==> src/rtl/kfold_pkg.sv <==
`timescale 1ns / 1ps
// ----------------------------------------------------------------------------
// kfold_pkg: shared types and constants
// Payload structs, configuration struct and codes for the *442 fold block.
// ----------------------------------------------------------------------------
package kfold_pkg;

  localparam int COORD_W = 24;            // Q12.12 coordinate
  localparam int DX_W    = COORD_W + 1;   // coordinate minus origin
  localparam int CELL_W  = 23;
  localparam int CPR_W   = 15;
  localparam int ADDR_W  = 14;
  localparam int DATA_W  = 32;
  localparam int PADDR_W = 4;

  // -1000.0 in Q12.12
  localparam logic signed [COORD_W-1:0] INVALID_MARK = COORD_W'(-32'sd4096000);

  typedef enum logic {
    OP_LOAD = 1'b0,
    OP_MAP  = 1'b1
  } op_t;

  typedef enum logic [1:0] {
    REG_CELL_SIZE     = 2'd0,
    REG_ORIGIN_X      = 2'd1,
    REG_ORIGIN_Y      = 2'd2,
    REG_CELLS_PER_ROW = 2'd3
  } reg_t;

  typedef struct packed {
    op_t                        op;
    logic signed [COORD_W-1:0]  pos_x;
    logic signed [COORD_W-1:0]  pos_y;
    logic                       parity_in;
    logic                       pixel_valid;
    logic [ADDR_W-1:0]          cell_addr;
    logic                       cell_flip;
  } in_item_t;

  typedef struct packed {
    logic signed [COORD_W-1:0]  out_x;
    logic signed [COORD_W-1:0]  out_y;
    logic                       out_parity;
    logic                       out_valid;
    logic                       cell_out_of_range;
  } out_item_t;

  // item after origin subtraction, queued between front and back
  typedef struct packed {
    op_t                        op;
    logic                       pixel_valid;
    logic                       parity;
    logic signed [DX_W-1:0]     dx;
    logic signed [DX_W-1:0]     dy;
    logic                       load_en;
    logic [ADDR_W-1:0]          cell_addr;
    logic                       cell_flip;
  } mid_item_t;

  typedef struct packed {
    logic [CELL_W-1:0]          cell_size;
    logic signed [COORD_W-1:0]  origin_x;
    logic signed [COORD_W-1:0]  origin_y;
    logic [CPR_W-1:0]           cells_per_row;
  } cfg_t;

endpackage

==> src/rtl/kfold_front.sv <==
`timescale 1ns / 1ps
// ----------------------------------------------------------------------------
// kfold_front: input stage
// Takes items, subtracts the origin and qualifies load addresses.
// ----------------------------------------------------------------------------
module kfold_front #(
  parameter int TABLE_DEPTH = 16384
) (
  input  logic                 push,
  output logic                 full,
  input  kfold_pkg::in_item_t  din,
  input  kfold_pkg::cfg_t      cfg,
  output kfold_pkg::mid_item_t mid,
  output logic                 mid_push,
  input  logic                 mid_full
);
  import kfold_pkg::*;

  assign full     = mid_full;
  assign mid_push = push && !mid_full;

  always_comb begin
    mid.op          = din.op;
    mid.pixel_valid = din.pixel_valid;
    mid.parity      = din.parity_in;
    mid.dx          = {din.pos_x[COORD_W-1], din.pos_x}
                      - {cfg.origin_x[COORD_W-1], cfg.origin_x};
    mid.dy          = {din.pos_y[COORD_W-1], din.pos_y}
                      - {cfg.origin_y[COORD_W-1], cfg.origin_y};
    // loads past the table end are dropped
    mid.load_en     = (32'(din.cell_addr) < 32'(TABLE_DEPTH));
    mid.cell_addr   = din.cell_addr;
    mid.cell_flip   = din.cell_flip;
  end

endmodule

==> config.mk <==
export PLATFORM = sky130hd
export DESIGN_NAME = kfold_front
export DESIGN_NICKNAME = d
export VERILOG_FILES = /design/src/rtl/kfold_pkg.sv /design/src/rtl/kfold_front.sv
export SDC_FILE = /design/constraint.sdc
export NUM_CORES = 1
export LEC_CHECK = 0
export BUFFER_PORTS_ARGS = -buffer_cell sky130_fd_sc_hd__buf_4
export CAP_MARGIN = 25
export CORE_MARGIN = 2
export CORE_UTILIZATION = 38
export DETAILED_ROUTE_END_ITERATION = 10
export GPL_TIMING_DRIVEN = 0
export PLACE_DENSITY_LB_ADDON = 0.12
export SYNTH_ARGS = -nofsm -noshare
export SYNTH_HDL_FRONTEND = slang
export SYNTH_SLANG_ARGS = --single-unit
export TNS_END_PERCENT = 1
==> constraint.sdc <==
create_clock -name vclk -period 3.5
set_input_delay 0.7 -clock vclk [all_inputs]
set_output_delay 0.7 -clock vclk [all_outputs]
set_load 0.01 [all_outputs]
# --- Yosys cells after proc, flatten, opt, wreduce, memory -nomap -nowiden ---
# Index checks and enable logic that the tools add are counted.
totals:
  input_bits: 154
  elab_cells: 4
  regBits: 0
  out_inout_bits: 71
op_classes:
  add_sub_neg: 2
  n_reduce_logical: 2
op_table:
  columns: ["cell", "count"]
  rows:
  - ["subtractor 24 x 24 -> 25 bit", 2]
  - ["logical AND 1 bit", 1]
  - ["zero test 1 bit", 1]

# --- Longest topological paths before layout ---
depth:
  word_depth: 2
  depth_mapped: 10
  ltp_nobuf: 10

# --- Worst setup path after synthesis ---
# OpenSTA, ideal clock, no wires.
synth_timing:
  path_type: "input -> output"
  from: "input din[41] in the netlist's numbering"
  to: "output mid[61] in the netlist's numbering"
  stages: 10
  setup_slack_ps: -18
  path_buffers: 0
  arrival_ps: 2818
  t_required_ps: 2800
  cell_sequence: "inv_1 > ha_1 > fa_1 > nor2b_1 > o21ai_0 > a21bo_2 > a21oi_1 > a41oi_1 > or4_1 > nand3_1"
synth_rtl:
  columns: ["element", "line_no", "source"]
  rows:
  - ["from (decl)", "kfold_front.sv:11", "input kfold_pkg::in_item_t din,"]
  - ["to (decl)", "kfold_front.sv:13", "output kfold_pkg::mid_item_t mid,"]

==> flow_metrics.tcl <==
set metrics [dict create \
    wl_um 8343 \
    setup_viol_count_final 7 \
    start_kind "primary input" \
    hold_class "in2out" \
    synth.distinct_cells 54 \
    post_drt_wl_per_cell_um 12.00 \
    rows 31 \
    drtIter0Drc 72 \
    tightest_slew_ns 0.6401 \
    violations "setup timing" \
    whs_ns 1.576 \
    core_area_um2 7214 \
    vias 3449 \
    fin_area_um2 4494 \
    status "complete, but fails checks" \
    worstHoldStart "din[14]" \
    seqPwrFrac 0 \
    nets 802 \
    grt_overflow 0 \
    io_pins 225 \
    p_per_area_nw_per_um2 209.0 \
    critPathKind "in2out" \
    place_hpwl_um 6916 \
    placed_area_um2 4219 \
    hold_depth 2 \
    globalplace.congestion 0.9584 \
    grt_usage 0.1894 \
    cp-end-kind "primary output" \
    diodes 0 \
    fmax_ghz 0.2763 \
    n_sequential_cell 0 \
    yosysSeqAreaShare 0 \
    nFillCells 679 \
    clkPwrFrac 0 \
    crit_required_ns 2.80 \
    p_comb_frac 1.000 \
    arrival_ns 2.92 \
    drcViolationCount 0 \
    area_delta_synth_final_pct 59.01 \
    netlist.area_leader.share 0.2125 \
    hold_viol_final 0 \
    maxCapViolCount 0 \
    clkbuf_count 0 \
    die_w_um 90.25 \
    vias_per_cell 4.963 \
    firstDrtPassIters 4 \
    hold_buffers 0 \
    area.sequential_um2 0 \
    worstPathMaxFanout 4 \
    syn-num-nets 625 \
    rsz0062_at_grt "true" \
    maxSlewViolCount 0 \
    switching_share 0.4792 \
    p_leak_nw 2.381 \
    grt_pass1_vias 3268 \
    finalWorstSetupSlack_ns -0.1194 \
    p_int_uw 489.3 \
    die_h_um 90.25 \
    dieArea_um2 8144 \
    grt_max_degree 10 \
    hold_path_end "mid[14]" \
    yosysWarnings 0 \
    synth_area_leaders "ha_1 21%, xnor2_1 9.3%, inv_1 9.0%" \
    min_period_ns 3.619 \
    synth_area_leader_cell "ha_1" \
    syn_area_per_cell_um2 6.714 \
    p_sw_uw 450.2 \
    drive_above_1_share 0.3943 \
    drtAntennaViolNets 0 \
    max-slew-margin-rel 0.5725 \
    post-route-period-util 1.034 \
    multi_input_area_um2 2589 \
    synthCells 421 \
    io_buffers 168 \
    vdd_ir_drop_max_mv 0.1037 \
    synth_area_um2 2826 \
    initial_core_util 0.3918 \
    grt_pass1_wl_um 13770 \
    antenna_found_initial 0 \
]
## cell usage in the layout, fill, tap and decap left out, types with 3 or more instances in the layout
cell type  count
a211o_1        3
a21o_1        14
a21oi_1       38
a31oi_1        3
and2_1         4
and3_1         6
buf_4        193
buf_6          4
clkbuf_1       6
ha_1          43
ha_4           5
inv_1         65
nand2_1       28
nand2b_1       5
nand3_1        8
nand4_1        4
nor2_1        23
nor2b_1       10
o21a_1        10
o21ai_0       20
o21ai_2        7
o21bai_1       6
or4_1          3
xnor2_1       30
xor2_1         8
## worst max-delay path, cell delays in order
cell	delay (ns)
buf_6	0.09
inv_4	0.04
ha_4	0.13
fa_2	0.21
nor2b_2	0.04
o21a_1	0.20
a311o_2	0.36
a2111oi_4	0.34
o21ai_2	0.15
a211o_1	0.32
xor2_1	0.18
buf_4	0.16
## routing by layer
metal	vias up	routed length (um)	GRT usage
met5	-	0	0
met4	0	142	0.03333
met3	13	623	0.03688
met2	122	4124	0.3565
met1	1513	3453	0.2232
li1	1801	-	-
## area by class of cell
type	count	share of cell area
timing repair buffer	177	0.2990
multi-input combinational	324	0.5760
inverter	68	0.05791
tap	99	0.02756
buffer	27	0.03953
## cells in the mapped netlist, types with 2 or more instances
master      n
or4_1       3
nand2b_1    5
and2_1      4
buf_4      20
nor2b_1    11
a221o_1     2
a211oi_1    4
o21a_1     10
xnor2_1    30
o2111ai_1   2
nand2_1    28
nor3_1      2
xor2_1      9
o21ai_0    26
o21bai_1    6
a21oi_1    40
ha_1       48
a211o_1     3
and4_1      2
and3_1      6
nand4_1     4
o41ai_1     2
o211ai_1    2
clkbuf_1    8
a21o_1     14
nand3_1     8
fa_1        2
or3_1       2
a31oi_1     4
inv_1      68
nor2_1     23
## how the worst max path moves through the flow
stage / cells past startpoint / from / slack, ns / end
final: 12 / din[17] / -0.12 / mid[36]
after global routing: 12 / din[17] / -0.20 / mid[36]
after CTS: 12 / din[17] / -0.15 / mid[36]
after detailed placement: 12 / din[41] / -0.45 / mid[63]
after global placement: 12 / din[41] / -0.45 / mid[63]
after floorplan: 10 / din[41] / -0.002 / mid[61]
## power by group through the flow
stage | Combinational, mW | Clock, mW | Sequential (mW)
6_report | 0.940 | 0 | 0
5_1_grt | 1.03 | 0 | 0
4_1_cts | 0.915 | 0 | 0
3_5_place_dp | 0.872 | 0 | 0
3_3_place_gp | 0.862 | 0 | 0
2_1_floorplan | 0.506 | 0 | 0
## logic make-up after synthesis
kind of cell	synth area share
and+or+nand+nor	0.1731
other	0.001327
adders and majority gates	0.2267
AOI/OAI and AO/OA	0.3223
xor gates and xnor gates	0.1209
buffers and inverters	0.1558
## stage by stage
step	utilization	TNS (ns)	instances	total power, mW	setup WS, ns
final	0.6230	-0.3117	695	0.9395	-0.1194
after global routing	0.6230	-1.687	695	1.028	-0.2019
after CTS	0.6079	-0.5555	693	0.9151	-0.1536
after detailed placement	0.5848	-3.522	688	0.8720	-0.4458
after global placement	0.5848	-3.278	688	0.8616	-0.4453
after floorplan	-	-0.002018	421	0.5059	-0.001733
## what timing repair did
item | 4_1_cts | 5_1_grt
gates resized for setup | 31 | 18
setup endpoints to repair | 18 | 19
buffers inserted | 7 | 2
pin swaps | 13 | 9
gates cloned | 0 | 0
Note: power is estimated with default switching activity, not from simulation.
