[src/rtl/kfold_fifo.sv]
`timescale 1ns / 1ps
// ----------------------------------------------------------------------------
// kfold_fifo: show-ahead queue
// Array storage with a registered head stage; capacity is DEPTH plus one.
// ----------------------------------------------------------------------------
module kfold_fifo #(
  parameter int WIDTH = 8,
  parameter int DEPTH = 4
) (
  input  logic             clk,
  input  logic             rst,
  input  logic             push,
  input  logic [WIDTH-1:0] din,
  output logic             full,
  input  logic             pop,
  output logic [WIDTH-1:0] dout,
  output logic             empty
);
  localparam int PW = $clog2(DEPTH);

  logic [WIDTH-1:0] mem [DEPTH];
  logic [PW-1:0]    wr_ptr;
  logic [PW-1:0]    rd_ptr;
  logic [PW:0]      cnt;
  logic [PW:0]      cnt_next;
  logic             head_v;
  logic [WIDTH-1:0] head_q;
  logic             wr;
  logic             pop_ok;
  logic             load_head;

  assign full      = (cnt == (PW + 1)'(DEPTH));
  assign wr        = push && !full;
  assign pop_ok    = pop && head_v;
  assign load_head = (cnt != '0) && (!head_v || pop_ok);
  assign empty     = !head_v;
  assign dout      = head_q;

  always_comb begin
    cnt_next = cnt;
    if (wr) begin
      cnt_next = cnt_next + 1'b1;
    end
    if (load_head) begin
      cnt_next = cnt_next - 1'b1;
    end
  end

  always_ff @(posedge clk) begin
    if (wr) begin
      mem[wr_ptr] <= din;
    end
    if (load_head) begin
      head_q <= mem[rd_ptr];
    end
  end

  always_ff @(posedge clk) begin
    if (rst) begin
      wr_ptr <= '0;
      rd_ptr <= '0;
      cnt    <= '0;
      head_v <= 1'b0;
    end else begin
      cnt <= cnt_next;
      if (wr) begin
        wr_ptr <= wr_ptr + 1'b1;
      end
      if (load_head) begin
        rd_ptr <= rd_ptr + 1'b1;
        head_v <= 1'b1;
      end else if (pop_ok) begin
        head_v <= 1'b0;
      end
    end
  end

endmodule

[config.mk]
export PLATFORM = sky130hd
export DESIGN_NAME = kfold_fifo
export DESIGN_NICKNAME = d
export VERILOG_FILES = /design/src/rtl/kfold_fifo.sv
export SDC_FILE = /design/constraint.sdc
export NUM_CORES = 1
export LEC_CHECK = 0
export ABC_AREA = 0
export BUFFER_PORTS_ARGS = -buffer_cell sky130_fd_sc_hd__buf_2
export CORE_UTILIZATION = 56
export CTS_CLUSTER_DIAMETER = 80
export DETAILED_ROUTE_END_ITERATION = 8
export MAX_ROUTING_LAYER = met4
export PLACE_DENSITY = 0.73
export SLEW_MARGIN = 30
export SYNTH_ARGS = -nofsm -noshare
export SYNTH_HDL_FRONTEND = slang
export SYNTH_SLANG_ARGS = --single-unit
[constraint.sdc]
create_clock -name clk -period 2 [get_ports clk]
set_input_delay 0.1 -clock clk [delete_from_list [all_inputs] [get_ports clk]]
set_output_delay 0.1 -clock clk [all_outputs]
set_load 0.1 [all_outputs]
# ---- Word-level counts from Yosys, hierarchy flattened
# Memories as Yosys holds them, arrays and structs flattened. A register that Yosys moved wholly into a read port is not among the register bits.
# Index checks and enable logic that the tools add are counted.
dict set report word_totals {
  ramBits 32
  input_bits 12
  output_inout_bits 10
  word_cells 24
  memories 1
  reg_bits 8
}
dict set report classes {
  n_reduce_logical 8
  addsub 4
  n_mux 6
  n_eq_ne 1
}
# memory words width rd rd_clocked_by_memory_dff wr line_no
set mem_list {}
lappend mem_list {mem 4 8 1 1 1 21} ;# logic [WIDTH-1:0] mem [DEPTH];
# operator count
set ops {}
lappend ops {{3-bit two-way mux} 2}
lappend ops {{2-bit by 1-bit adder with 2-bit output (second input constant)} 2}
lappend ops {{1-bit two-way mux} 4}
lappend ops {{3-bit by 1-bit adder with 3-bit output (second input constant)} 1}
lappend ops {{3-bit == test (second input constant)} 1}
lappend ops {{1-bit logical AND} 3}
lappend ops {{3-bit nonzero test} 1}
lappend ops {{3-bit by 1-bit subtractor with 3-bit output (second input constant)} 1}
lappend ops {{1-bit logical NOT} 2}
lappend ops {{2-bit nonzero test} 1}
lappend ops {{1-bit logical OR} 1}

# ---- Depth between registers and ports, before layout
# Gate-level depths: netlist of run 1.
dict set report depth {
  word_depth 6
  mapped_depth 9
  ltp_nobuf 9
}

# ---- Worst setup path after synthesis of run 1
# OpenSTA, ideal clock, no wires.
dict set report synth_timing {
  kind {register to register}
  start {register cnt[0]}
  end {register cnt[2]}
  path_stages_with_launch 10
  required_ps 1926
  setup_slack_ps 181
  arrival_ps 1745
  path_cell_list {dfxtp_1 > inv_1 > ha_1 > a21boi_4 > mux2i_1 > ha_1 > nand2b_1 > nor3_1 > o21ai_0 > a31oi_1}
}
dict set report synth_between {
  elab_chain_cells 6
  word_cells_on_any_way 9
}
# item line_no
set synth_rtl {}
lappend synth_rtl {{start: declaration} 24} ;# logic [PW:0] cnt;
lappend synth_rtl {{start signal: assignment} 65} ;# cnt <= cnt_next;
lappend synth_rtl {{branches (longest 5 deep; another with 3-bit by 1-bit adder with 3-bit output)} --}
lappend synth_rtl {{3-bit two-way mux *} 44} ;# if (load_head) begin
# Mark *: on every way between the ends.
# A chain may end at the register's enable or synchronous reset.

# ---- Worst setup path after layout of run 1
# Same ends and word-level chain as after synthesis.

==> metrics.txt, run 1 <==
endpoint with the worst hold slack=head_v; Top-Level Pins=22; router iterations before antenna repair=4; first-pass GRT wire length=4780 um; sequential fraction of the synthesis area=70.8%; cell family with most CP delay=adder cells; result of the run=complete, no violations; minimum period implied by the final worst setup slack=1.85 ns; library cell contributing the largest single delay on the critical path=sky130_fd_sc_hd__dfxtp_2; leakage power total=0.832 nW; average footprint of a synthesized cell=17.6 um^2; Max Root-Sink Buffers=2; number of rows created at floorplan=20; Critical Path Max Stage Delay=0.37 ns; flops & latches, synth=48; post-synthesis xor/xnor area fraction=2.28%; required time at the endpoint of the critical path=2.30 ns; number of standard cells in the layout, taps in and fillers out=197; number of DRC violations after detailed-routing iteration 0=29; sum of routed wire length over all layers=3040 um; H-tree level count=2; floorplan die area=3670 um^2; Core Box Area=3150 um^2; setup TNS=0 ns; Clock transition at path regs=0.13 ns; synth unique cells=26; number of slew-limit violations in the final report=0; sum of net half-perimeters after detailed placement=2110 um; kind of start point of the critical path=flop; complex-gate fraction of the synthesized area=3.39%; data arrival time of the critical path=2.15 ns; Power Internal=1.99 mW; count of max-cap constraint violations=0; initial core utilization=61.0%; mux contribution to synthesized area=10.5%; average wire per cell in the routed design=15.4 um; synthesized-area fraction occupied by adder cells=4.56%; RSZ-0062 raised after global routing=false; antenna violations before repair=0; CTS Root Buffer Type=sky130_fd_sc_hd__clkbuf_4; combinational family with the most area after synthesis=multiplexers; via/cell ratio=5.09; setup violators final=0; final antenna-violating net count=0; post-route clock skew=0.0130 ns; Peak Freq=542 MHz; start point of the worst min-delay path=pop; share of post-route cells with drive strength above 1=37.3%; combinational share of power=45.4%; Worst Max-Slew Pin Slew=0.490 ns; number of clock sinks seen by CTS=48; number of buffers created by CTS=5; maximum fanout encountered on the critical timing path=5; area of the mapped netlist=1920 um^2; category of the worst setup path capture point=flop; Switching Share=43.4%; YS warnings=0; buffering stage count on the worst path with inverters included=1; worst reg2reg path startpoint=cnt[0]; Vert. Die Dim=60.6 um; register-to-register setup slack=0.15 ns; power per cell area=1520 nW/um^2; count of final hold-check violations=0; horizontal die dimension=60.6 um; worst slew slack as a fraction of its limit=67.3%; VDD IR max=0.750 mV; largest net degree at the start of global routing=16; worst hold path class=in2reg; count of vias placed by the detailed router=1003; gr ovfl total=0; critical setup path kind=reg2reg; Total Routing Usage GR=20.4%; via count of the first global-routing pass=992; clk_lat worst skew=0.37 ns; count of nets after finishing=171; Mapped Nets=128; sequential group share of total power=41.1%; count of cells along the worst register-to-register path=9; Hold Path Stages=3; count of unresolved DRC violations after routing=0; cell-by-cell listing of the critical path=inv_1 -> ha_2 -> a21boi_4 -> mux2i_2 -> ha_2 -> nand2b_1 -> nor3_1 -> o21ai_0 -> a31oi_1; RePlAce Congestion=0.675; TritonCTS clock tree=done; clock share of power=13.4%; antenna fix cells=0; final worst-path cycle share=92.3%; post-synthesis to final-layout area growth=19.9%; count of buffers from port buffering=21; net switching component of the power=1.52 mW; synthesized-area fraction occupied by and/or/nand/nor cells=6.84%; cells after synthesis=109; reg-to-reg endpoint=cnt[2]; total placed cells including tap cells=179; Crit path top cell by count=sky130_fd_sc_hd__ha_2
[cell usage in the layout, fill, tap and decap left out, types with 3 or more instances in the layout]
cell / synthesis / final
sky130_fd_sc_hd__edfxtp_1: 40 / 40
sky130_fd_sc_hd__clkbuf_4: 0 / 5
sky130_fd_sc_hd__o21ai_0: 3 / 3
sky130_fd_sc_hd__buf_4: 0 / 9
sky130_fd_sc_hd__inv_1: 5 / 5
sky130_fd_sc_hd__nor2_1: 7 / 7
sky130_fd_sc_hd__buf_2: 1 / 21
sky130_fd_sc_hd__and2_1: 5 / 5
sky130_fd_sc_hd__mux4_2: 8 / 8
sky130_fd_sc_hd__xnor2_1: 4 / 4
sky130_fd_sc_hd__dfxtp_1: 8 / 6
sky130_fd_sc_hd__dlygate4sd3_1: 0 / 9
sky130_fd_sc_hd__ha_1: 7 / 5
[synthesized netlist by cell type]
cell / instances / area, um^2
sky130_fd_sc_hd__a21boi_0: 2 / 15.0
sky130_fd_sc_hd__a21boi_4: 1 / 18.8
sky130_fd_sc_hd__a21oi_1: 2 / 10.0
sky130_fd_sc_hd__a31oi_1: 1 / 6.26
sky130_fd_sc_hd__and2_1: 5 / 31.3
sky130_fd_sc_hd__and2b_1: 1 / 7.51
sky130_fd_sc_hd__and2b_4: 1 / 10.0
sky130_fd_sc_hd__buf_1: 2 / 7.51
sky130_fd_sc_hd__buf_2: 1 / 5.00
sky130_fd_sc_hd__dfxtp_1: 8 / 160
sky130_fd_sc_hd__edfxtp_1: 40 / 1200
sky130_fd_sc_hd__ha_1: 7 / 87.6
sky130_fd_sc_hd__inv_1: 5 / 18.8
sky130_fd_sc_hd__mux2_2: 1 / 11.3
sky130_fd_sc_hd__mux2i_1: 1 / 10.0
sky130_fd_sc_hd__mux4_2: 8 / 180
sky130_fd_sc_hd__nand2_1: 1 / 3.75
sky130_fd_sc_hd__nand2b_1: 2 / 12.5
sky130_fd_sc_hd__nor2_1: 7 / 26.3
sky130_fd_sc_hd__nor2_2: 1 / 6.26
sky130_fd_sc_hd__nor2_4: 1 / 11.3
sky130_fd_sc_hd__nor3_1: 2 / 10.0
sky130_fd_sc_hd__nor3b_2: 1 / 12.5
sky130_fd_sc_hd__o21ai_0: 3 / 15.0
sky130_fd_sc_hd__xnor2_1: 4 / 35.0
sky130_fd_sc_hd__xor2_1: 1 / 8.76
[stage by stage]
step	instance area (um^2)	hold slack (ns)	utilization [%]	setup slack (ns)	power [mW]
detailed placement	2130	0.321	67.5	0.0427	3.03
floorplan	1920	0.199	-	0.181	2.72
CTS	2290	0.0456	72.5	0.0257	3.50
global route	2300	0.0665	73.1	0.0419	3.69
finish	2300	0.0610	73.1	0.154	3.51
global placement	2130	0.312	67.5	0.199	2.98
[cells by family after synthesis]
kind of cell             count (synthesis)
AND/OR/NAND/NOR                         22
multiplexers                            10
XOR/XNOR                                 5
adder cells (fa/ha/maj)                  7
buffers and inverters                    8
AO/OA/AOI/OAI                            9
flip-flops                              48
[area by class of cell]
type                    instances  area [um^2]
flip-flops and latches         48         1360
fillers                       215          848
multi-input cells              53          538
repair buffers                 39          263
well taps                      44         55.1
clock buffers                   6         51.3
inverters                       5         18.8
clock inverters                 2         15.0
[worst register-to-register path: cells and delay by family, from the launching register on]
kind                       cells  cell delay [ns]
adders and majority gates      2             0.44
AOI/OAI and AO/OA              3             0.42
DFF                            1             0.37
muxes                          1             0.27
and+or+nand+nor                2             0.25
buffers and inverters          1             0.05
[flip-flops by register name (all words and copies together), names as in the netlist]
signal  cells
wr_ptr      2
head_v      1
rd_ptr      2
dout        8
mem        32
cnt         3
[metal layers]
| layer | global-route usage (%) | part of all wire (%) | up-vias |
|---|---|---|---|
| li1 | - | - | 492 |
| met1 | 22.5 | 44 | 486 |
| met2 | 33.6 | 51 | 17 |
| met3 | 7.25 | 3.6 | 8 |
| met4 | 8.77 | 1.6 | 0 |
| met5 | - | 0 | - |
[how the worst max path moves through the flow]
stage                     cells after the start  slack (ns)  endpoint    from
after floorplan                               9        0.18    cnt[2]  cnt[0]
after global placement                        9        0.20    cnt[2]  cnt[0]
final                                         9        0.15    cnt[2]  cnt[0]
after global routing                          9        0.04    cnt[2]  cnt[0]
after detailed placement                      9        0.04    cnt[2]  cnt[0]
after CTS                                     9        0.03    cnt[2]  cnt[0]
[timing repair]
item | CTS | global route
gates resized for setup | 0 | 5
hold buffers | 9 | 0
hold endpoints to repair | 33 | 0
endpoints found under the setup margin | 0 | 1
setup buffers | 0 | 1
[power groups by stage]
stage	clock (mW)	combinational (mW)	sequential, mW
global route	0.528	1.69	1.47
finish	0.471	1.59	1.44
floorplan	0	0.673	2.05
CTS	0.484	1.58	1.44
global placement	0	1.52	1.46
detailed placement	0	1.56	1.47
(Power assumes the default switching activity.)
==> run 2: changes to the inputs <==
- RECOVER_POWER: not set -> 50
- clock period: 2 -> 1.9 ns (I/O delays scaled with it)
==> run 2 against run 1 <==
Compared with the run above: first-iteration DRC count grew 10%; fmax fell by 0.17%; critical path depth did not move; combinational power rose by 9%; utilization increased by 0.12 points; register-to-register slack got worse by 0.10 ns; highest routed layer unchanged; via count grew 3.5%; critical path type unchanged; non-clock buffer count increased by 4; sequential power up 6%.
==> metrics.txt, run 2 (synthesized netlist as in run 1, its figures left out) <==
result of the run=complete, no violations; total chip power=3.69 mW; setup violators final=0; via count of the first global-routing pass=1064; Clock transition at path regs=0.12 ns; number of rows created at floorplan=20; required time at the endpoint of the critical path=2.20 ns; sum of routed wire length over all layers=3150 um; number of buffers created by CTS=5; horizontal die dimension=60.6 um; antenna fix cells=0; Detail Route met2 WL=1620 um; worst setup timing slack at the placement stage=0.00319 ns; via/cell ratio=5.19; CTS Root Buffer Type=sky130_fd_sc_hd__clkbuf_4; RePlAce Congestion=0.667; power per cell area=1600 nW/um^2; clk_lat worst skew=0.36 ns; critical setup path kind=reg2reg; largest net degree at the start of global routing=15; count of max-cap constraint violations=0; count of unresolved DRC violations after routing=0; maximum fanout encountered on the critical timing path=3; count of vias placed by the detailed router=1038; share of post-route cells with drive strength above 1=33.3%; total placed cells including tap cells=180; TritonCTS clock tree=done; category of the worst setup path capture point=flop; cell-by-cell listing of the critical path=inv_1 -> ha_2 -> a21boi_4 -> mux2i_2 -> ha_2 -> nand2b_1 -> nor3_1 -> o21ai_0 -> a31oi_1; VDD IR max=0.806 mV; gr ovfl total=0; post-synthesis to final-layout area growth=20.1%; data arrival time of the critical path=2.14 ns; Largest Register=mem; metal1 wirelength=1340 um; leakage power total=0.827 nW; final antenna-violating net count=0; floorplan die area=3670 um^2; number of standard cells in the layout, taps in and fillers out=200; initial core utilization=61.0%; Core Box Area=3150 um^2; min setup slack post-route=0.0508 ns; worst hold slack across all endpoints=0.0723 ns; number of DRC violations after detailed-routing iteration 0=32; Total Routing Usage GR=21.5%; max layer used=met4; minimum period implied by the final worst setup slack=1.85 ns; Critical Path Max Stage Delay=0.37 ns; count of nets after finishing=175; register-to-register setup slack=0.05 ns; DR WL met3=95 um; buffering stage count on the worst path with inverters included=1; cell family with most CP delay=adder cells; Max Root-Sink Buffers=2; Worst Max-Slew Pin Slew=0.494 ns; sum of net half-perimeters after detailed placement=2190 um; library cell contributing the largest single delay on the critical path=sky130_fd_sc_hd__dfxtp_2; Crit path top cell by count=sky130_fd_sc_hd__ha_2; setup TNS=0 ns; final worst-path cycle share=97.3%; kind of start point of the critical path=flop; count of final hold-check violations=0; commonest cells after routing, fill and taps aside=sky130_fd_sc_hd__edfxtp_1 (40), sky130_fd_sc_hd__buf_2 (13), sky130_fd_sc_hd__buf_4 (13); Top-Level Pins=22; first-pass GRT wire length=4970 um; average wire per cell in the routed design=15.7 um; Peak Freq=541 MHz; antenna violations before repair=0; H-tree level count=2; count of buffers from port buffering=21; most frequent standard cell in the layout excluding fill and tap cells=sky130_fd_sc_hd__edfxtp_1; router iterations before antenna repair=4; worst slew slack as a fraction of its limit=67.3%; worst hold path class=in2reg; number of slew-limit violations in the final report=0; post-route clock skew=0.00711 ns; Vert. Die Dim=60.6 um; max reg flops=32; number of clock sinks seen by CTS=48
run 2: cell count changes in the layout (fill, tap and decap cells not counted):
cell	previous run	this run
sky130_fd_sc_hd__clkbuf_1	0	8
sky130_fd_sc_hd__clkbuf_8	1	0
sky130_fd_sc_hd__buf_2	21	13
sky130_fd_sc_hd__clkinv_2	0	1
sky130_fd_sc_hd__clkinvlp_4	2	1
sky130_fd_sc_hd__buf_4	9	13
run 2: layout make-up:
type | count | area (um^2)
multi-input combinational | 53 | 538
clock buffer | 5 | 37.5
fill | 222 | 845
timing repair buffer | 43 | 283
tap | 44 | 55.1
sequential | 48 | 1360
inverter | 5 | 18.8
clock inverter | 2 | 12.5
run 2: final timing paths:
check	start	end	cells past startpoint
min reg2reg	head_v	head_v	2
max	cnt[0]	cnt[2]	9
min	pop	head_v	3
max reg2reg	cnt[0]	cnt[2]	9
run 2: tightest hold or removal path, delay by kind of cell:
kind,cells,cell delay (ns)
simple gates,1,0.14
compound gates,1,0.08
buf+inv,1,0.08
run 2: what timing repair did:
item / CTS / global route
cloned: 0 / 0
setup buffers: 0 / 4
hold buffers: 9 / 0
pin swaps: 0 / 1
endpoints found under the hold margin: 34 / 0
endpoints found under the setup margin: 1 / 2
gates resized for setup: 1 / 4
run 2: per-layer routing:
layer / GRT usage (%) / vias up
met3: 4.69 / 10
met1: 25.6 / 506
li1: - / 501
met5: - / -
met4: 12.7 / 0
met2: 33.9 / 21
run 2: metrics by stage:
| stage | cell area, um^2 | util (%) |
|---|---|---|
| final | 2310 | 73.2 |
| after CTS | 2280 | 72.3 |
| after global routing | 2310 | 73.2 |
| after global placement | 2140 | 67.8 |
| after detailed placement | 2140 | 67.8 |
| after floorplan | 1920 | - |
run 2: power breakdown:
group,switching (mW),total (mW),internal [mW],leakage [nW]
clock network,0.297,0.432,0.135,0.0271
registers,0.105,1.52,1.41,0.437
logic,1.20,1.74,0.533,0.363
total,1.61,3.69,2.08,0.827
==> run 3: changes to the inputs <==
--- a/config.mk
+++ b/config.mk
@@ -9,3 +9,5 @@
 export BUFFER_PORTS_ARGS = -buffer_cell sky130_fd_sc_hd__buf_2
-export CORE_UTILIZATION = 56
+export CELL_PAD_IN_SITES_DETAIL_PLACEMENT = 0
+export CELL_PAD_IN_SITES_GLOBAL_PLACEMENT = 1
+export CORE_UTILIZATION = 48
 export CTS_CLUSTER_DIAMETER = 80
@@ -15,2 +17,3 @@
 export RECOVER_POWER = 50
+export SKIP_CTS_REPAIR_TIMING = 1
 export SLEW_MARGIN = 30
--- a/constraint.sdc
+++ b/constraint.sdc
@@ -3,2 +3,2 @@
 set_output_delay 0.095 -clock clk [all_outputs]
-set_load 0.1 [all_outputs]
+set_load 0.05 [all_outputs]
==> run 3 against run 2 <==
Compared with the run above: clock skew is 0.0048 ns lower; setup slack improved by 0.046 ns; combinational power shrank 23%; non-clock buffer count down 10; hold slack got worse by 0.021 ns; clock power increased by 68%; fmax is 2.5% higher; largest cell class unchanged.
==> metrics.txt, run 3 (synthesized netlist as in run 1, its figures left out) <==
result of the run=complete, no violations; register-to-register setup slack=0.1 ns; worst reg2reg path startpoint=cnt[0]; count of max-cap constraint violations=0; sum of net half-perimeters after detailed placement=2250 um; total placed cells including tap cells=183; Critical path destination=cnt[2]; Top-Level Pins=22; setup violators final=0; Power Internal=2.31 mW; net switching component of the power=1.29 mW; gr ovfl total=0; most frequent standard cell in the layout excluding fill and tap cells=sky130_fd_sc_hd__edfxtp_1; Total Routing Usage GR=17.8%; worst slew slack as a fraction of its limit=60.3%; VDD IR max=0.650 mV; count of vias placed by the detailed router=998; RePlAce Congestion=0.768; library cell contributing the largest single delay on the critical path=sky130_fd_sc_hd__dfxtp_2; final antenna-violating net count=0; kind of start point of the critical path=flop; minimum period implied by the final worst setup slack=1.80 ns; Core Box Area=3740 um^2; number of rows created at floorplan=22; max reg flops=32; most used routing layer in global routing=met2; data arrival time of the critical path=2.02 ns; commonest cells after routing, fill and taps aside=sky130_fd_sc_hd__edfxtp_1 (40), sky130_fd_sc_hd__clkbuf_1 (20), sky130_fd_sc_hd__mux4_2 (8), sky130_fd_sc_hd__buf_4 (8), sky130_fd_sc_hd__nor2_1 (7); initial core utilization=51.3%; final worst-path cycle share=94.9%; category of the worst setup path capture point=flop; count of final hold-check violations=0; cell-by-cell listing of the critical path=inv_1 -> ha_4 -> a21boi_4 -> mux2i_2 -> ha_2 -> nand2b_4 -> nor3_2 -> o21ai_1 -> a31oi_1; buffering stage count on the worst path with inverters included=1; H-tree level count=2; Clock transition at path regs=0.08 ns; count of unresolved DRC violations after routing=0; via/cell ratio=5.12; share of post-route cells with drive strength above 1=28.6%; number of DRC violations after detailed-routing iteration 0=51; first-pass GRT wire length=5130 um; maximum fanout encountered on the critical timing path=5; antenna violations before repair=0; number of standard cells in the layout, taps in and fillers out=195; average wire per cell in the routed design=16.6 um; WP depth=9; number of buffers created by CTS=5; combinational share of power=37.3%; sequential group share of total power=42.5%; count of cells along the worst register-to-register path=9; Switching Share=35.8%; router iterations before antenna repair=4; TritonCTS clock tree=done; clk_lat worst skew=0.29 ns; number of slew-limit violations in the final report=0; Peak Freq=555 MHz; clock share of power=20.2%; sum of routed wire length over all layers=3230 um; cell family with most CP delay=adder cells; floorplan die area=4260 um^2; crit path launch=cnt[0]; setup TNS=0 ns; number of clock sinks seen by CTS=48; Critical Path Max Stage Delay=0.36 ns; largest net degree at the start of global routing=17; post-layout utilization of the core=61.1%; Worst Max-Slew Pin Slew=0.598 ns; count of nets after finishing=165; power per cell area=1570 nW/um^2; critical setup path kind=reg2reg; via count of the first global-routing pass=1069; leakage power total=0.789 nW; antenna fix cells=0; post-synthesis to final-layout area growth=19.1%; count of buffers from port buffering=21; Max Root-Sink Buffers=2; Largest Register=mem; horizontal die dimension=65.3 um; Vert. Die Dim=65.3 um; required time at the endpoint of the critical path=2.12 ns; reg-to-reg endpoint=cnt[2]; met3 GRT Util=5.21%; worst hold path class=in2reg; M2 GR Usage=31.7%; met1 demand-to-capacity share in global routing=19.0%; post-route clock skew=0.00227 ns; CTS Root Buffer Type=sky130_fd_sc_hd__clkbuf_8
[run 3: cell count changes in the layout (fill, tap and decap cells not counted), moves of 5 or more]
cell / previous run / this run
sky130_fd_sc_hd__clkbuf_1: 8 / 20
sky130_fd_sc_hd__dlygate4sd3_1: 9 / 1
sky130_fd_sc_hd__buf_2: 13 / 4
sky130_fd_sc_hd__buf_4: 13 / 8
sky130_fd_sc_hd__clkbuf_4: 5 / 0
sky130_fd_sc_hd__clkbuf_8: 0 / 5
[run 3: area by class of cell]
| cell class | instances | area [um^2] |
|---|---|---|
| Clock buffer | 5 | 68.8 |
| Clock inverter | 3 | 46.3 |
| Fill cell | 298 | 1460 |
| Inverter | 5 | 18.8 |
| Multi-Input combinational cell | 53 | 566 |
| Sequential cell | 48 | 1360 |
| Tap cell | 48 | 60.1 |
| Timing Repair Buffer | 33 | 165 |
[run 3: worst min path at each step]
stage / from / end / cells past startpoint
2_1_floorplan: din[0] / mem[0][0] / 0
3_3_place_gp: din[2] / mem[0][2] / 1
3_5_place_dp: din[6] / mem[2][6] / 1
4_1_cts: din[2] / mem[1][2] / 1
5_1_grt: din[6] / mem[1][6] / 1
6_report: din[6] / mem[2][6] / 1
[run 3: power groups by stage]
| stage | Clock (mW) | Sequential, mW | Combinational, mW |
|---|---|---|---|
| 6_report | 0.726 | 1.53 | 1.34 |
| 5_1_grt | 0.784 | 1.55 | 1.46 |
| 4_1_cts | 0.741 | 1.52 | 1.28 |
| 3_5_place_dp | 0 | 1.54 | 1.28 |
| 3_3_place_gp | 0 | 1.53 | 1.24 |
| 2_1_floorplan | 0 | 1.82 | 0.655 |
[run 3: routing by layer]
layer	part of all wire [%]	routed length, um	up-vias
li1	-	-	476
met1	39	1260	497
met2	56	1800	20
met3	3.9	127	5
met4	1.3	42	0
met5	0	0	-
[run 3: through the flow]
| step | cell area, um^2 | hold WS [ns] | worst slack, ns | power [mW] |
|---|---|---|---|---|
| final | 2290 | 0.0511 | 0.0967 | 3.60 |
| after global routing | 2290 | 0.0659 | -0.0127 | 3.79 |
| after global placement | 2130 | 0.303 | 0.0865 | 2.77 |
| after floorplan | 1920 | 0.194 | 0.0812 | 2.48 |
| after CTS | 2250 | 0.000563 | -0.197 | 3.55 |
| after detailed placement | 2130 | 0.312 | -0.173 | 2.82 |
